## config.mk

```make
export PLATFORM = sky130hd
export DESIGN_NAME = glli_muldiv
export DESIGN_NICKNAME = d
export VERILOG_FILES = /design/src/rtl/glli_muldiv.sv
export SDC_FILE = /design/constraint.sdc
export NUM_CORES = 2
export LEC_CHECK = 0
export ABC_AREA = 1
export BUFFER_PORTS_ARGS = -buffer_cell sky130_fd_sc_hd__buf_4
export CORE_MARGIN = 1
export CORE_UTILIZATION = 45
export CTS_CLUSTER_DIAMETER = 50
export DETAILED_ROUTE_END_ITERATION = 10
export PLACE_DENSITY = 0.66
export SETUP_SLACK_MARGIN = 0.2
export SYNTH_ARGS = -nofsm -noshare
export SYNTH_HDL_FRONTEND = slang
export SYNTH_SLANG_ARGS = --single-unit
```

## constraint.sdc

```tcl
create_clock -name clk_i -period 6.7 [get_ports clk_i]
set_clock_uncertainty 0.15 [all_clocks]
set_input_delay 0.335 -clock clk_i [delete_from_list [all_inputs] [get_ports clk_i]]
set_output_delay 0.335 -clock clk_i [all_outputs]
set_load 0.1 [all_outputs]
```

## src/rtl/glli_muldiv.sv

```systemverilog
// Computes round(a*d/s) for a < 2^33, d < 2^32, 0 < s < 2^32, one quotient bit a cycle.
// Quotients at or above 2^41 are capped at 2^40, which still saturates downstream.
module glli_muldiv (
  input  logic        clk_i,
  input  logic        rst_ni,
  input  logic        start_i,
  input  logic [32:0] a_i,
  input  logic [31:0] d_i,
  input  logic [31:0] s_i,
  output logic        busy_o,
  output logic        done_o,
  output logic [40:0] q_o
);

  typedef enum logic [1:0] {S_IDLE, S_MUL, S_DIV, S_DONE} st_e;

  st_e         st_q;
  logic [64:0] num_q;
  logic [31:0] s_q;
  logic [32:0] a_q;
  logic [31:0] d_q;
  logic [32:0] rem_q;
  logic [40:0] q_q;
  logic [6:0]  cnt_q;
  logic        big_q;

  logic [32:0] rem_sh;
  logic        ge;

  assign rem_sh = {rem_q[31:0], num_q[64]};
  assign ge     = rem_sh >= {1'b0, s_q};

  always_ff @(posedge clk_i or negedge rst_ni) begin
    if (!rst_ni) begin
      st_q  <= S_IDLE;
      cnt_q <= '0;
      big_q <= 1'b0;
    end else begin
      case (st_q)
        S_IDLE: begin
          if (start_i) begin
            a_q  <= a_i;
            d_q  <= d_i;
            s_q  <= s_i;
            st_q <= S_MUL;
          end
        end
        S_MUL: begin
          num_q <= 65'(a_q * {1'b0, d_q}) + 65'(s_q >> 1);
          rem_q <= '0;
          q_q   <= '0;
          big_q <= 1'b0;
          cnt_q <= 7'd65;
          st_q  <= S_DIV;
        end
        S_DIV: begin
          num_q <= {num_q[63:0], 1'b0};
          if (ge) begin
            rem_q <= rem_sh - {1'b0, s_q};
            if (cnt_q > 7'd41) big_q <= 1'b1;
          end else begin
            rem_q <= rem_sh;
          end
          q_q   <= {q_q[39:0], ge & (cnt_q <= 7'd41)};
          cnt_q <= cnt_q - 7'd1;
          if (cnt_q == 7'd1) st_q <= S_DONE;
        end
        S_DONE: st_q <= S_IDLE;
        default: st_q <= S_IDLE;
      endcase
    end
  end

  assign busy_o = st_q != S_IDLE;
  assign done_o = st_q == S_DONE;
  assign q_o    = big_q ? {1'b1, 40'd0} : q_q;

endmodule

```

==> run_results.csv <==
group,metric,value,unit
power,p_leak,0.0343,uW
floorplanning,die_width,335,microns
clock_tree,clk-insertion-delay-late,0.71,ns
sta,slew_viol_final,0,
worst_setup_path,cp_slowest_stage_delay,0.57,ns
finish,area_growth,20.6,%
power,peakVddDrop,0.225,mV
yosys,syn_nets,7804,
yosys,syn_area,49800,sq um
finish,drive_above_1_share,0.135,
drt,antenna_left,0,
worst_setup_path,critPathMostFrequentCell,"inv_1",
yosys,async_flop_share,0.0408,
clock_tree,clock_path_buffers,3,
finish,fillerInstances,10124,
yosys,synth.top_cell.area_share,0.385,
worst_setup_path,cp-start-kind,"register",
yosys,synth_edf_count,235,
worst_setup_path,r2r_cells,32,
floorplanning,std_cell_rows,121,
place,place_hpwl,121,mm
clock_tree,clock-sinks,245,
floorplanning,core,109000,sq um
sta,setup_viol,48,
yosys,synthTopCellsByCount,"2,016 x inv_1, 1,959 x nand2_1, 958 x fa_1, 303 x ha_1, 248 x clkbuf_1",
sta,max_slew_margin,0.299,
place,port_buffers,142,
run_status,violations,"setup timing",
sta,rsz0062_at_grt,"yes",
place,placed_area,56000,sq um
global_routing,grt_pass1_vias,42401,
floorplanning,ios,143,
global_routing,grt_max_degree,107,
worst_setup_path,worst-path-max-fanout,20,
drt,wl_per_cell,17.1,microns
floorplanning,start_util,0.455,
drt,routed_wl,144,mm
worst_setup_path,cp.arrival,7.34,ns
sta,max_freq,0.141,GHz
worst_setup_path,reg2reg_from,"d_q[2]",
sta,setup_ws,-0.388,ns
worst_setup_path,cpMaxStageDelayCell,"fa_2",
yosys,synth_cells,6443,
yosys,ys.flop_type,"edfxtp_1",
finish,final_nets,8276,
power,power,6830,uW
power,power_density,114,nW/um^2
min_path,hp-start,"s_i[22]",
floorplanning,die_h,335,microns
sta,worst-slew-pin-transition,1.05,ns
worst_setup_path,path_class,"reg2reg",
yosys,syn_area_per_cell,7.72,sq um
worst_setup_path,crit_required,6.96,ns
worst_setup_path,endpoint_kind,"register",
global_routing,antenna_found_initial,1,
yosys,yosysMostFrequentCell,"inv_1",
job,cap_violations,0,
yosys,ys_warn_count,0,
clock_tree,cts_root_buffer,"clkbuf_16",
drt,drc,0,
worst_setup_path,critPathLaunch,"d_q[2]",
yosys,synth_cell_types,39,
yosys,synth_area_leaders,"fa_1 39%, inv_1 15%, nand2_1 15%",
place,dp_slack,-0.543,ns
finish,fin_area,60000,sq um
clock_tree,numCtsBuffers,58,
finish,num_antenna_cells,0,
min_path,hold_path.class,"in2reg",
finish,fin_util,0.549,
yosys,synth_top_area_cell,"fa_1",
drt,viasPerCell,4.83,
global_routing,grt_usage,0.268,
sta,finalCriticalPeriod,7.09,ns
clock_tree,cts.htree.levels,2,
yosys,yosysSeqAreaShare,0.147,
drt,vias,40790,
clock_tree,tritoncts,"built",
min_path,hold_depth,2,
place,globalplace.congestion,0.995,
drt,firstDrtPassIters,6,
floorplanning,dieArea,112000,sq um
clock_tree,path_clk_slew,0.06,ns
sta,fin_crit_sh,1.06,
global_routing,grt_pass1_wl,233,mm
sta,hold_viol,0,
yosys,ys_seq_elements,245,
run_status,status,"finished, violations left",
global_routing,gr-total-overflow,0,
drt,drt-initial-drc-count,3116,
## layout make-up
type | count | area [sq um] | area share
repair buffers | 672 | 6260 | 0.104
inverters | 2021 | 7600 | 0.127
well taps | 1476 | 1850 | 0.0308
clock buffers | 65 | 1520 | 0.0253
multi-input cells | 3917 | 34800 | 0.581
flip-flops and latches | 245 | 7310 | 0.122
clock inverters | 44 | 629 | 0.0105
## metrics by stage
step | TNS (ns) | cells | hold slack, ns
2_1_floorplan | 0 | 6443 | -0.111
3_3_place_gp | -16.28 | 8224 | 0.0315
3_5_place_dp | -17.65 | 8224 | 0.0344
4_1_cts | -13.52 | 8438 | 0.134
5_1_grt | -25.59 | 8440 | 0.163
6_report | -13.07 | 8440 | 0.188
## worst max-delay path: cells and delay by family, from the launching register on
kind	cells	cell delay, ns
DFF	1	0.41
and+or+nand+nor	11	0.97
adders and majority gates	9	4.38
buffers and inverters	12	0.88
## where the power goes
| part | switching, uW | leakage, uW | internal (uW) |
|---|---|---|---|
| clock network | 1120 | 0.00102 | 2040 |
| logic | 1110 | 0.0309 | 570 |
| registers | 80.8 | 0.00238 | 1900 |
## placed cells by master, fill, tap and decap left out, drive strengths merged
master	n
and2	5
xnor2	23
nand3b	6
o22ai	1
o21a	1
dlygate4sd3	100
nand4	21
a22oi	1
bufinv	10
inv	2028
fa	958
nand2	1968
a21oi	85
and3	3
o21bai	8
o21ai	83
nor2	265
edfxtp	235
clkbuf	65
nand3	139
ha	303
nor3	19
dfrtp	10
clkinv	18
or2	6
nor4	2
buf	572
clkinvlp	9
xor2	19
a21boi	1
## final timing paths
| path | end | slack [ns] |
|---|---|---|
| max in group asynchronous | cnt_q[3] | 5.53 |
| worst max-delay path | num_q[56] | -0.39 |
| worst min-delay path | s_q[22] | 0.19 |
| min in group asynchronous | cnt_q[1] | 0.53 |
| worst max register to register | num_q[56] | -0.39 |
| worst min register to register | num_q[10] | 0.37 |
## registers in the layout, summed over array words and instances, names as in the netlist
register,cells
num_q,65
d_q,32
s_q,32
a_q,33
cnt_q,7
rem_q,32
st_q,2
big_q,1
q_q,41
## kinds of logic after synthesis
group,Yosys count,synth area share
AO/OA/AOI/OAI,180,0.0188
XOR/XNOR,42,0.00739
AND/OR/NAND/NOR,2434,0.192
buffers and inverters,2281,0.173
flip-flops,245,0.147
adder cells (fa/ha/maj),1261,0.462
## routing by layer
| layer | vias to the layer above | wire [microns] | GRT usage | share of wire |
|---|---|---|---|---|
| li1 | 19024 | - | - | - |
| met1 | 20136 | 64500 | 0.387 | 0.45 |
| met2 | 1444 | 65000 | 0.420 | 0.45 |
| met3 | 186 | 11600 | 0.0431 | 0.080 |
| met4 | 0 | 3230 | 0.0645 | 0.022 |
| met5 | - | 0 | 0 | 0 |
## repair_timing
action / CTS / global route
endpoints found under the setup margin: 51 / 55
buffers inserted: 4 / 2
hold endpoints to repair: 109 / 0
hold buffers: 100 / 0
resized for setup: 130 / 99
pin swaps: 18 / 19
gates cloned: 1 / 0
Power figures use the tool's default switching activity.
